### src/design/mcd_pkg.sv
// mcd_pkg: shared types and constants for the moesi coherence directory
// holds state codes, field widths, controller states and control structs
// no dependencies
package mcd_pkg;

    // fixed field widths of the request and result ports
    localparam int ACTION_W    = 1;
    localparam int CACHE_IDX_W = 2;
    localparam int LINE_IDX_W  = 2;
    localparam int STATE_W     = 3;
    localparam int MASK_W      = 3;

    // moesi state codes
    localparam logic [STATE_W-1:0] ST_M = 3'd0;
    localparam logic [STATE_W-1:0] ST_O = 3'd1;
    localparam logic [STATE_W-1:0] ST_E = 3'd2;
    localparam logic [STATE_W-1:0] ST_S = 3'd3;
    localparam logic [STATE_W-1:0] ST_I = 3'd4;

    // processor access codes
    localparam logic [ACTION_W-1:0] ACT_READ  = 1'b0;
    localparam logic [ACTION_W-1:0] ACT_WRITE = 1'b1;

    // controller states
    typedef enum logic [1:0] {
        CS_CLEAR,
        CS_IDLE,
        CS_LOOKUP
    } t_ctrl_state;

    // controller to datapath commands
    typedef struct packed {
        logic clear;
        logic accept;
        logic commit;
    } t_dp_cmd;

    // datapath to controller status
    typedef struct packed {
        logic clear_done;
    } t_dp_status;

endpackage

### src/design/moesi_coherence_directory.sv
// Coherence directory holding one MOESI state for every line of every cache. For each request
// (a processor read or write by one cache to one line) the line's row of states is first read
// from a registered-output memory; then all peer states are updated in parallel and written
// back while the result is registered. No new request is taken until the previous one has been
// committed; a waiting result stalls the block only when a second result is ready. After reset
// a clearing pass sets every entry Invalid, one row a cycle, during which no request is accepted.
// top level: instantiates mcd_ctrl and mcd_datapath, depends on mcd_pkg
module moesi_coherence_directory #(
    parameter int NUM_CACHES = 3,
    parameter int NUM_LINES  = 4
) (
    input  logic                               i_clk,
    input  logic                               i_rst_n,
    input  logic                               i_valid,
    output logic                               o_stall,
    input  logic [mcd_pkg::ACTION_W-1:0]       i_action,
    input  logic [mcd_pkg::CACHE_IDX_W-1:0]    i_cache_index,
    input  logic [mcd_pkg::LINE_IDX_W-1:0]     i_line_index,
    output logic                               o_valid,
    input  logic                               i_stall,
    output logic                               o_was_hit,
    output logic [mcd_pkg::STATE_W-1:0]        o_new_state,
    output logic                               o_peer_had_copy,
    output logic                               o_dirty_supply,
    output logic                               o_memory_read,
    output logic [mcd_pkg::MASK_W-1:0]         o_invalidated_mask
);

    mcd_pkg::t_dp_cmd    w_cmd;
    mcd_pkg::t_dp_status w_status;

    // controller
    mcd_ctrl u_ctrl (
        .i_clk    (i_clk),
        .i_rst_n  (i_rst_n),
        .i_valid  (i_valid),
        .o_stall  (o_stall),
        .o_valid  (o_valid),
        .i_stall  (i_stall),
        .i_status (w_status),
        .o_cmd    (w_cmd)
    );

    // datapath
    mcd_datapath #(
        .NUM_CACHES (NUM_CACHES),
        .NUM_LINES  (NUM_LINES)
    ) u_datapath (
        .i_clk              (i_clk),
        .i_rst_n            (i_rst_n),
        .i_cmd              (w_cmd),
        .o_status           (w_status),
        .i_action           (i_action),
        .i_cache_index      (i_cache_index),
        .i_line_index       (i_line_index),
        .o_was_hit          (o_was_hit),
        .o_new_state        (o_new_state),
        .o_peer_had_copy    (o_peer_had_copy),
        .o_dirty_supply     (o_dirty_supply),
        .o_memory_read      (o_memory_read),
        .o_invalidated_mask (o_invalidated_mask)
    );

endmodule

### src/design/mcd_datapath.sv
// mcd_datapath: state memory, request capture, coherence update and result registers
// one memory row per line holds the states of all caches for that line
// depends on mcd_pkg
module mcd_datapath #(
    parameter int NUM_CACHES = 3,
    parameter int NUM_LINES  = 4
) (
    input  logic                               i_clk,
    input  logic                               i_rst_n,
    input  mcd_pkg::t_dp_cmd                   i_cmd,
    output mcd_pkg::t_dp_status                o_status,
    input  logic [mcd_pkg::ACTION_W-1:0]       i_action,
    input  logic [mcd_pkg::CACHE_IDX_W-1:0]    i_cache_index,
    input  logic [mcd_pkg::LINE_IDX_W-1:0]     i_line_index,
    output logic                               o_was_hit,
    output logic [mcd_pkg::STATE_W-1:0]        o_new_state,
    output logic                               o_peer_had_copy,
    output logic                               o_dirty_supply,
    output logic                               o_memory_read,
    output logic [mcd_pkg::MASK_W-1:0]         o_invalidated_mask
);

    localparam int LINE_AW = (NUM_LINES > 1) ? $clog2(NUM_LINES) : 1;
    localparam int ROW_W   = NUM_CACHES * mcd_pkg::STATE_W;

    // state memory, one row per line
    logic [ROW_W-1:0] r_mem [NUM_LINES];
    logic [ROW_W-1:0] r_rd_data;

    // captured request
    logic [mcd_pkg::ACTION_W-1:0]    r_action;
    logic [mcd_pkg::CACHE_IDX_W-1:0] r_cache;
    logic [LINE_AW-1:0]              r_addr;
    logic                            r_in_range;

    // clearing pass counter
    logic [LINE_AW-1:0] r_clr_addr;

    // result registers
    logic                          r_was_hit;
    logic [mcd_pkg::STATE_W-1:0]   r_new_state;
    logic                          r_peer_had;
    logic                          r_dirty;
    logic                          r_mem_read;
    logic [mcd_pkg::MASK_W-1:0]    r_mask;

    // update logic results
    logic [ROW_W-1:0]              w_new_row;
    logic                          w_hit;
    logic [mcd_pkg::STATE_W-1:0]   w_state;
    logic                          w_peer_any;
    logic                          w_dirty;
    logic                          w_mem_read;
    logic [mcd_pkg::MASK_W-1:0]    w_mask;
    logic                          w_in_range;

    logic                          w_wr_en;
    logic [LINE_AW-1:0]            w_wr_addr;
    logic [ROW_W-1:0]              w_wr_data;

    // range check of the incoming request
    assign w_in_range = (32'(i_cache_index) < NUM_CACHES) && (32'(i_line_index) < NUM_LINES);

    // request capture
    always_ff @(posedge i_clk) begin
        if (i_cmd.accept) begin
            r_action   <= i_action;
            r_cache    <= i_cache_index;
            r_addr     <= LINE_AW'(i_line_index);
            r_in_range <= w_in_range;
        end
    end

    // clearing pass counter
    always_ff @(posedge i_clk) begin
        if (!i_rst_n) begin
            r_clr_addr <= '0;
        end else if (i_cmd.clear) begin
            r_clr_addr <= r_clr_addr + LINE_AW'(1);
        end
    end

    assign o_status.clear_done = (32'(r_clr_addr) == NUM_LINES - 1);

    // memory write port: clearing pass or write-back of the updated row
    assign w_wr_en   = i_cmd.clear || (i_cmd.commit && r_in_range);
    assign w_wr_addr = i_cmd.clear ? r_clr_addr : r_addr;
    assign w_wr_data = i_cmd.clear ? {NUM_CACHES{mcd_pkg::ST_I}} : w_new_row;

    always_ff @(posedge i_clk) begin
        if (w_wr_en) begin
            r_mem[w_wr_addr] <= w_wr_data;
        end
    end

    // memory read port, registered
    always_ff @(posedge i_clk) begin
        if (i_cmd.accept) begin
            r_rd_data <= r_mem[LINE_AW'(i_line_index)];
        end
    end

    // coherence update of one line across all caches
    always_comb begin
        logic [mcd_pkg::STATE_W-1:0] own;
        logic [mcd_pkg::STATE_W-1:0] s;
        logic                        s_valid;
        logic                        s_dirty;
        own        = mcd_pkg::ST_I;
        w_new_row  = r_rd_data;
        w_peer_any = 1'b0;
        w_dirty    = 1'b0;
        w_mask     = '0;
        w_mem_read = 1'b0;
        w_state    = mcd_pkg::ST_I;

        // requester's own state
        for (int i = 0; i < NUM_CACHES; i++) begin
            if (i == int'(r_cache)) begin
                own = r_rd_data[i*mcd_pkg::STATE_W +: mcd_pkg::STATE_W];
            end
        end
        w_hit = (own != mcd_pkg::ST_I);

        // snoop of every peer
        for (int i = 0; i < NUM_CACHES; i++) begin
            s       = r_rd_data[i*mcd_pkg::STATE_W +: mcd_pkg::STATE_W];
            s_valid = (s != mcd_pkg::ST_I);
            s_dirty = (s == mcd_pkg::ST_M) || (s == mcd_pkg::ST_O);
            if (i != int'(r_cache)) begin
                if (s_valid) begin
                    w_peer_any = 1'b1;
                end
                if (r_action == mcd_pkg::ACT_WRITE) begin
                    // write: flush dirty peers, invalidate every valid peer
                    if (s_valid) begin
                        if (s_dirty) begin
                            w_dirty = 1'b1;
                        end
                        w_new_row[i*mcd_pkg::STATE_W +: mcd_pkg::STATE_W] = mcd_pkg::ST_I;
                        if (i < mcd_pkg::MASK_W) begin
                            w_mask[i] = 1'b1;
                        end
                    end
                end else if (!w_hit) begin
                    // read miss: dirty peer supplies, M to O, E to S
                    if (s_dirty) begin
                        w_dirty = 1'b1;
                    end
                    if (s == mcd_pkg::ST_M) begin
                        w_new_row[i*mcd_pkg::STATE_W +: mcd_pkg::STATE_W] = mcd_pkg::ST_O;
                    end else if (s == mcd_pkg::ST_E) begin
                        w_new_row[i*mcd_pkg::STATE_W +: mcd_pkg::STATE_W] = mcd_pkg::ST_S;
                    end
                end
            end
        end

        // requester's new state
        if (r_action == mcd_pkg::ACT_WRITE) begin
            w_state    = mcd_pkg::ST_M;
            w_mem_read = !w_hit && !w_peer_any;
        end else if (w_hit) begin
            w_state = own;
        end else begin
            w_state    = w_peer_any ? mcd_pkg::ST_S : mcd_pkg::ST_E;
            w_mem_read = !w_peer_any;
        end

        for (int i = 0; i < NUM_CACHES; i++) begin
            if (i == int'(r_cache)) begin
                w_new_row[i*mcd_pkg::STATE_W +: mcd_pkg::STATE_W] = w_state;
            end
        end
    end

    // result registers, idle result for an out-of-range request
    always_ff @(posedge i_clk) begin
        if (i_cmd.commit) begin
            if (r_in_range) begin
                r_was_hit   <= w_hit;
                r_new_state <= w_state;
                r_peer_had  <= w_peer_any;
                r_dirty     <= w_dirty;
                r_mem_read  <= w_mem_read;
                r_mask      <= w_mask;
            end else begin
                r_was_hit   <= 1'b0;
                r_new_state <= mcd_pkg::ST_I;
                r_peer_had  <= 1'b0;
                r_dirty     <= 1'b0;
                r_mem_read  <= 1'b0;
                r_mask      <= '0;
            end
        end
    end

    assign o_was_hit          = r_was_hit;
    assign o_new_state        = r_new_state;
    assign o_peer_had_copy    = r_peer_had;
    assign o_dirty_supply     = r_dirty;
    assign o_memory_read      = r_mem_read;
    assign o_invalidated_mask = r_mask;

endmodule

### src/design/mcd_ctrl.sv
// mcd_ctrl: controller state machine for the moesi coherence directory
// sequences the clearing pass, request capture, write-back and result handshake
// depends on mcd_pkg
module mcd_ctrl (
    input  logic                i_clk,
    input  logic                i_rst_n,
    input  logic                i_valid,
    output logic                o_stall,
    output logic                o_valid,
    input  logic                i_stall,
    input  mcd_pkg::t_dp_status i_status,
    output mcd_pkg::t_dp_cmd    o_cmd
);

    mcd_pkg::t_ctrl_state r_state;
    mcd_pkg::t_ctrl_state n_state;
    logic                 r_out_valid;
    logic                 n_out_valid;

    // state and result valid registers
    always_ff @(posedge i_clk) begin
        if (!i_rst_n) begin
            r_state     <= mcd_pkg::CS_CLEAR;
            r_out_valid <= 1'b0;
        end else begin
            r_state     <= n_state;
            r_out_valid <= n_out_valid;
        end
    end

    // next state and commands
    always_comb begin
        n_state    = r_state;
        o_cmd      = '0;
        o_stall    = 1'b1;
        unique case (r_state)
            mcd_pkg::CS_CLEAR: begin
                o_cmd.clear = 1'b1;
                if (i_status.clear_done) begin
                    n_state = mcd_pkg::CS_IDLE;
                end
            end
            mcd_pkg::CS_IDLE: begin
                o_stall = 1'b0;
                if (i_valid) begin
                    o_cmd.accept = 1'b1;
                    n_state      = mcd_pkg::CS_LOOKUP;
                end
            end
            mcd_pkg::CS_LOOKUP: begin
                // commit once the result register is free or being drained
                if (!r_out_valid || !i_stall) begin
                    o_cmd.commit = 1'b1;
                    n_state      = mcd_pkg::CS_IDLE;
                end
            end
            default: begin
                n_state = mcd_pkg::CS_CLEAR;
            end
        endcase
    end

    // result valid
    always_comb begin
        if (o_cmd.commit) begin
            n_out_valid = 1'b1;
        end else if (!i_stall) begin
            n_out_valid = 1'b0;
        end else begin
            n_out_valid = r_out_valid;
        end
    end

    assign o_valid = r_out_valid;

`ifndef NO_ASSERTIONS
    // a waiting result is never dropped
    a_hold_result: assert property (@(posedge i_clk) disable iff (!i_rst_n)
        r_out_valid && i_stall |=> r_out_valid)
        else $error("result dropped while stalled");

    // an accepted request always goes to lookup
    a_accept_lookup: assert property (@(posedge i_clk) disable iff (!i_rst_n)
        o_cmd.accept |=> r_state == mcd_pkg::CS_LOOKUP)
        else $error("accepted request not looked up");

    // no request taken and no result shown during the clearing pass
    a_clear_quiet: assert property (@(posedge i_clk) disable iff (!i_rst_n)
        r_state == mcd_pkg::CS_CLEAR |-> o_stall && !o_valid)
        else $error("activity during clearing pass");

    // a commit follows an accept or a wait in lookup
    a_commit_order: assert property (@(posedge i_clk) disable iff (!i_rst_n)
        o_cmd.commit |-> $past(o_cmd.accept) || $past(r_state) == mcd_pkg::CS_LOOKUP)
        else $error("commit without a request");
`endif

endmodule
### config.mk
export PLATFORM = sky130hd
export DESIGN_NAME = moesi_coherence_directory
export DESIGN_NICKNAME = d
export VERILOG_FILES = /design/src/design/mcd_pkg.sv /design/src/design/moesi_coherence_directory.sv /design/src/design/mcd_datapath.sv /design/src/design/mcd_ctrl.sv
export SDC_FILE = /design/constraint.sdc
export NUM_CORES = 1
export LEC_CHECK = 0
export BUFFER_PORTS_ARGS = -buffer_cell sky130_fd_sc_hd__buf_2
export CAP_MARGIN = 15
export CORE_AREA = 2 2 59 84
export CTS_BUF_LIST = sky130_fd_sc_hd__clkbuf_2 sky130_fd_sc_hd__clkbuf_4 sky130_fd_sc_hd__clkbuf_8
export DETAILED_ROUTE_END_ITERATION = 8
export DIE_AREA = 0 0 61 86
export PLACE_DENSITY_LB_ADDON = 0.3
export SETUP_SLACK_MARGIN = 0.3
export SLEW_MARGIN = 30
export SYNTH_ARGS = -nofsm -noshare
export SYNTH_HDL_FRONTEND = slang
export SYNTH_HIERARCHICAL = 1
export SYNTH_SLANG_ARGS = --single-unit
export TNS_END_PERCENT = 30
### constraint.sdc
create_clock -name i_clk -period 5 [get_ports i_clk]
set_input_delay 0.25 -clock i_clk [delete_from_list [all_inputs] [get_ports i_clk]]
set_output_delay 0.25 -clock i_clk [all_outputs]
set_load 0.02 [all_outputs]
---- Yosys cells after proc, flatten, opt, wreduce, memory -nomap -nowiden ----
Memory sizes are Yosys's and may differ from the RTL's. A register that Yosys moved wholly into a read port is not among the register bits.
Cells that the tools add are included.
operators by class
  equality and inequality tests ........... 21
  $add $sub $neg .......................... 1
  muxes and demuxes ....................... 68
  order comparisons ....................... 1
  reductions and logical operators ........ 21
operator list
  kind                 number
  $mux 3               26
  $mux 1               36
  $ne 3x3->1 const B   4
  $reduce_and 3->1     4
  $eq 3x1->1 const B   3
  $eq 3x2->1 const B   3
  $logic_not 3->1      3
  $mux 9               1
  $mux 2               4
  $ne 2x1->1 const B   3
  $pmux 2 s3           1
  $logic_or 1x1->1     5
  $eq 2x2->1 const A   2
  $eq 2x2->1 const B   2
  $logic_not 1->1      4
  $logic_not 2->1      2
  $ne 2x2->1 const A   2
  $add 2x1->2 const B  1
  $eq 2x1->1 const B   1
  $logic_and 1x1->1    2
  $lt 2x2->1 const B   1
  $ne 2x2->1 const B   1
  $reduce_bool 2->1    1
word-level totals
  word-level logic and storage cells ...... 128
  input bits .............................. 9
  RAM bits ................................ 36
  flip-flop bits (word level) ............. 21
  memories kept ........................... 1
memories
  memory            depth  width  rd ports  clocked after Yosys merged registers in  write ports  RTL line            RTL
  u_datapath.r_mem  4      9      1         1                                        1            mcd_datapath.sv:27  logic [ROW_W-1:0] r_mem [NUM_LINES];

---- Longest topological paths before layout ----
  depth in word-level cells ............... 16
  gate-level depth with buffers ........... 7
  gate-level depth less buffers ........... 6

---- Modules after synthesis ----
Netlist, hierarchy kept.
by module, submodules not included
  module        times used  area each (um^2)  cells each
  mcd_datapath  1           2700.1            174
  mcd_ctrl      1           143.9             17

---- Least setup slack after synthesis ----
No wires, ideal clock.
  path kind ............................... flip-flop to flip-flop
  start point ............................. register u_datapath.r_rd_data[4], read port of u_datapath.r_mem
  end point ............................... memory u_datapath/r_mem[0][0] (netlist name) (data pin)
  required time ........................... 4729 ps
  stages on the path, launching flop included .. 5
  arrival time ............................ 1721 ps
  path slack .............................. 3008 ps
  library setup time ...................... 271 ps
  cell sequence ........................... edfxtp_1 > or3b_1 > a222oi_1 > nor4_1 > o32a_1
between the ends
  longest elaborated chain between the ends .. 10
RTL lines
  what                         RTL line             RTL
  start, declared              mcd_datapath.sv:28   logic [ROW_W-1:0] r_rd_data;
  $ne 3x3->1                   mcd_datapath.sv:128  s_valid = (s != mcd_pkg::ST_I);
  $mux 1                       mcd_datapath.sv:131  if (s_valid) begin
  $mux 1                       mcd_datapath.sv:130  if (i != int'(r_cache)) begin
  $mux 1                       mcd_datapath.sv:131
  $mux 1                       mcd_datapath.sv:130
  $mux 1                       mcd_datapath.sv:166  w_state = w_peer_any ? mcd_pkg::ST_S : mcd_pkg::ST_E;
  $mux 3                       mcd_datapath.sv:163  end else if (w_hit) begin
  $mux 3                       mcd_datapath.sv:160  if (r_action == mcd_pkg::ACT_WRITE) begin
  $mux 3 *                     mcd_datapath.sv:171  if (i == int'(r_cache)) begin
  $mux 9 *                     mcd_datapath.sv:88   assign w_wr_data = i_cmd.clear ? {NUM_CACHES{mcd_pkg::ST_I}} : w_new_row;
  net u_datapath.w_wr_data[0]  mcd_datapath.sv:59   logic [ROW_W-1:0] w_wr_data;
  end, declared                mcd_datapath.sv:27
Mark *: on every way through the listed nets, which the timed path passes. The rest lies on a longest branch.

---- Final worst setup path ----
  start point ............................. register u_datapath/r_cache[0] (netlist name)
  end point ............................... memory u_datapath/r_mem[2][3] (netlist name) (data pin)
between the ends
  longest elaborated chain between the ends .. 11
RTL lines
  what                         RTL line             RTL
  start, declared              mcd_datapath.sv:32   logic [mcd_pkg::CACHE_IDX_W-1:0] r_cache;
  start signal, assigned       mcd_datapath.sv:68   r_cache <= i_cache_index;
  $reduce_bool 2->1            mcd_datapath.sv:130
  $mux 1                       mcd_datapath.sv:130
  $mux 1                       mcd_datapath.sv:131
  $mux 1                       mcd_datapath.sv:130
  $mux 1                       mcd_datapath.sv:131
  $mux 1                       mcd_datapath.sv:130
  $mux 1                       mcd_datapath.sv:166
  $mux 3                       mcd_datapath.sv:163
  $mux 3                       mcd_datapath.sv:160
  $mux 3 *                     mcd_datapath.sv:171
  $mux 9 *                     mcd_datapath.sv:88
  net u_datapath.w_wr_data[3]  mcd_datapath.sv:59
Marks and branches as above.

==> flow_metrics.py <==
metrics = {
    "run_status": {
        "status": "finished clean",
    },
    "power_and_ir_drop": {
        "vdd_drop_max_uv": 353,
        "p_leak_nw": 1.11,
        "power_density_nw_per_um2": 461,
    },
    "yosys": {
        "netlist_area_um2": 2840,
        "synth_ff_type": "edfxtp_1",
        "syn_inst": 191,
        "yosysTopAreaCellShare_pct": 64.4,
        "synth_top_cell_by_area": "edfxtp_1",
        "syn_avg_cell_area_um2": 14.9,
        "synth-seq-cells": 66,
        "ys_warn_count": 6,
        "synthArstFlopShare_pct": 0,
        "synth_cell_type_count": 46,
        "synth.net_count": 201,
        "synth-edff-count": 61,
        "yosysSeqAreaShare_pct": 67.9,
        "synth_area_leaders": "edfxtp_1 (64%), mux4_2 (7.1%), dfxtp_1 (3.5%)",
    },
    "global_routing": {
        "grt_busiest_layer": "met2",
        "grt_use_total_pct": 22.4,
        "grt_antenna_before_repair": 0,
        "met2_usage_pct": 37.5,
        "grt_pass1_wl_mm": 8.00,
        "grt_max_degree": 19,
        "grt_pass1_vias": 1642,
        "grt.overflow.total": 0,
        "use_met3_pct": 5.58,
        "use_met1_pct": 25.0,
    },
    "worst_setup_path": {
        "ff2ff_path_depth": 4,
        "worstSetupPathType": "reg2reg",
        "cp_max_fo": 11,
        "setup.worst_path.end_class": "flop",
        "critPathArrivalTime_ns": 2.50,
        "required_ns": 5.06,
        "start_kind": "flop",
    },
    "cts": {
        "postCtsSetupBuffers": 0,
        "path_clk_slew_ns": 0.07,
        "clock_latency_ns": 0.34,
        "cts_resized": 0,
        "cts_hold_buf": 0,
        "cts_buffers": 9,
        "cts_tree": "yes",
        "htreeDepth": 3,
        "ctsRootBufferMaster": "clkbuf_8",
        "cts_max_path_buffers": 2,
        "cts_sinks": 66,
    },
    "place": {
        "detailedPlace.worstSlack_ns": 2.41,
        "dp_hpwl_mm": 3.65,
        "portBuffers": 20,
        "gp_congestion": 0.993,
    },
    "timing": {
        "fin_skew_ns": 0.0115,
        "hold_viol_final": 0,
        "fmax_mhz": 409,
        "relSlewSlack_pct": 42.7,
        "fin_tns_setup_ns": 0,
        "setup_viol": 0,
        "fin_crit_sh_pct": 48.8,
        "timing.final.max_slew_violations": 0,
        "rsz0062_at_grt": "false",
        "fin_ws_ns": 2.56,
        "worst_pin_slew_ns": 0.858,
        "period_needed_ns": 2.44,
    },
    "drt": {
        "drt_iter0_markers": 71,
        "drt_first_pass_iters": 4,
        "wl_per_cell_um": 18.7,
        "vias": 1692,
        "ant_nets": 0,
        "drc_errors": 0,
        "wl_mm": 5.17,
        "via_per_inst": 6.13,
    },
    "floorplan": {
        "fp.dieW_um": 61,
        "start_util_pct": 63.7,
        "core_um2": 4460,
        "dieArea_um2": 5250,
        "dieHeight_um": 86,
        "io_pins": 21,
        "rows": 29,
    },
    "final_layout": {
        "seq_area_um2": 1930,
        "diodes": 0,
        "multi_input_area_um2": 847,
        "fill_cells": 291,
        "syn_to_final_growth_pct": 13.6,
        "final_nets": 219,
        "drive_gt1_share_pct": 23.8,
    },
    "min_path": {
        "hold_depth": 1,
        "hp-class": "in2reg",
    },
    "job": {
        "drv_cap": 0,
    },
}
report_power, final:
| part | switching (mW) | total (mW) | leakage [nW] | internal, mW |
|---|---|---|---|---|
| sequential | 0.0306 | 0.730 | 0.586 | 0.699 |
| combinational | 0.108 | 0.172 | 0.385 | 0.0636 |
| clock | 0.197 | 0.587 | 0.134 | 0.390 |
| total | 0.336 | 1.49 | 1.11 | 1.15 |
layer usage:
layer  vias to the layer above  routed length (um)  share of wire (%)
li1                        775                   -                  -
met1                       837                1940                 38
met2                        62                2830                 55
met3                        18                 198                3.8
met4                         0                 201                3.9
met5                         -                   0                  0
cell type report:
class | count | share of cell area, %
Sequential cell | 66 | 59.8
Multi-Input combinational cell | 111 | 26.2
Clock inverter | 6 | 4.26
Clock buffer | 10 | 4.07
Timing Repair Buffer | 20 | 3.10
Tap cell | 62 | 2.40
Inverter | 1 | 0.116
through the flow:
step                      area [um2]  power [mW]  hold WS (ns)  utilization [%]  instances
after floorplan                 2840       0.861         0.349                -        191
after global placement          2960       0.897         0.441             66.3        260
after detailed placement        2960       0.913         0.444             66.3        260
after CTS                       3230        1.50        0.0918             72.3        276
after global routing            3230        1.55        0.0889             72.4        276
final                           3230        1.49         0.101             72.4        276
cell usage after synthesis, types with 2 or more instances:
library cell   n
or3b_1         2
or3_1          2
a21oi_1        7
edfxtp_1      61
clkbuf_1       6
buf_2          3
buf_1          2
nor4_1         3
nor2b_1        5
o32a_1         3
mux4_2         9
o2bb2ai_1      2
mux2_2         2
dfxtp_1        5
nor2_1        23
a2bb2oi_1      2
mux2i_1        4
nand2b_1       7
nor3_1         5
o21a_1         6
nand2_1        7
kinds of logic after synthesis:
family	count (synthesis)	synth area share (%)
AO/OA/AOI/OAI	32	8.45
adder cells (fa/ha/maj)	1	0.440
buffers and inverters	14	2.38
flip-flops	66	67.9
multiplexers	15	9.33
AND/OR/NAND/NOR	63	11.5
layout by cell type, fill, tap and decap left out, drive strengths merged, types with 4 or more instances in the layout:
cell / count
nor2: 24
nand2b: 7
nor3: 5
clkbuf: 10
a21oi: 8
buf: 20
nor2b: 5
edfxtp: 61
mux2i: 4
bufinv: 4
dfxtp: 5
nand2: 7
mux4: 9
o21a: 6
state kept, by name, summed over array words and instances, names as in the netlist:
name and cells:
u_datapath/r_cache 2, u_datapath/r_rd_data 9, u_datapath/r_addr 2, u_datapath/o_peer_had_copy 1
u_ctrl/o_valid 1, u_datapath/r_clr_addr 2, u_datapath/o_new_state 3, u_datapath/o_was_hit 1
u_datapath/r_action 1, u_datapath/r_in_range 1, u_datapath/o_memory_read 1, u_ctrl/r_state 2
u_datapath/o_dirty_supply 1, u_datapath/r_mem 36, u_datapath/o_invalidated_mask 3
worst max-delay path, stage by stage, from the launching register on:
cell      delay [ns]
edfxtp_1        0.51
nand2b_1        0.33
o22ai_1         0.68
nor4_1          0.20
o32a_1          0.45
final timing paths:
| check | start | endpoint | slack (ns) |
|---|---|---|---|
| worst min register to register | u_ctrl/o_valid$_SDFFE_PN0P_ | u_ctrl/o_valid$_SDFFE_PN0P_ | 0.51 |
| worst max register to register | u_datapath/r_cache[0]$_DFFE_PP_ | u_datapath/r_mem[2][3]$_DFFE_PP_ | 2.56 |
| worst max-delay path | u_datapath/r_cache[0]$_DFFE_PP_ | u_datapath/r_mem[2][3]$_DFFE_PP_ | 2.56 |
| worst min-delay path | i_action | u_datapath/r_action$_DFFE_PP_ | 0.10 |
Power figures use the tool's default switching activity.
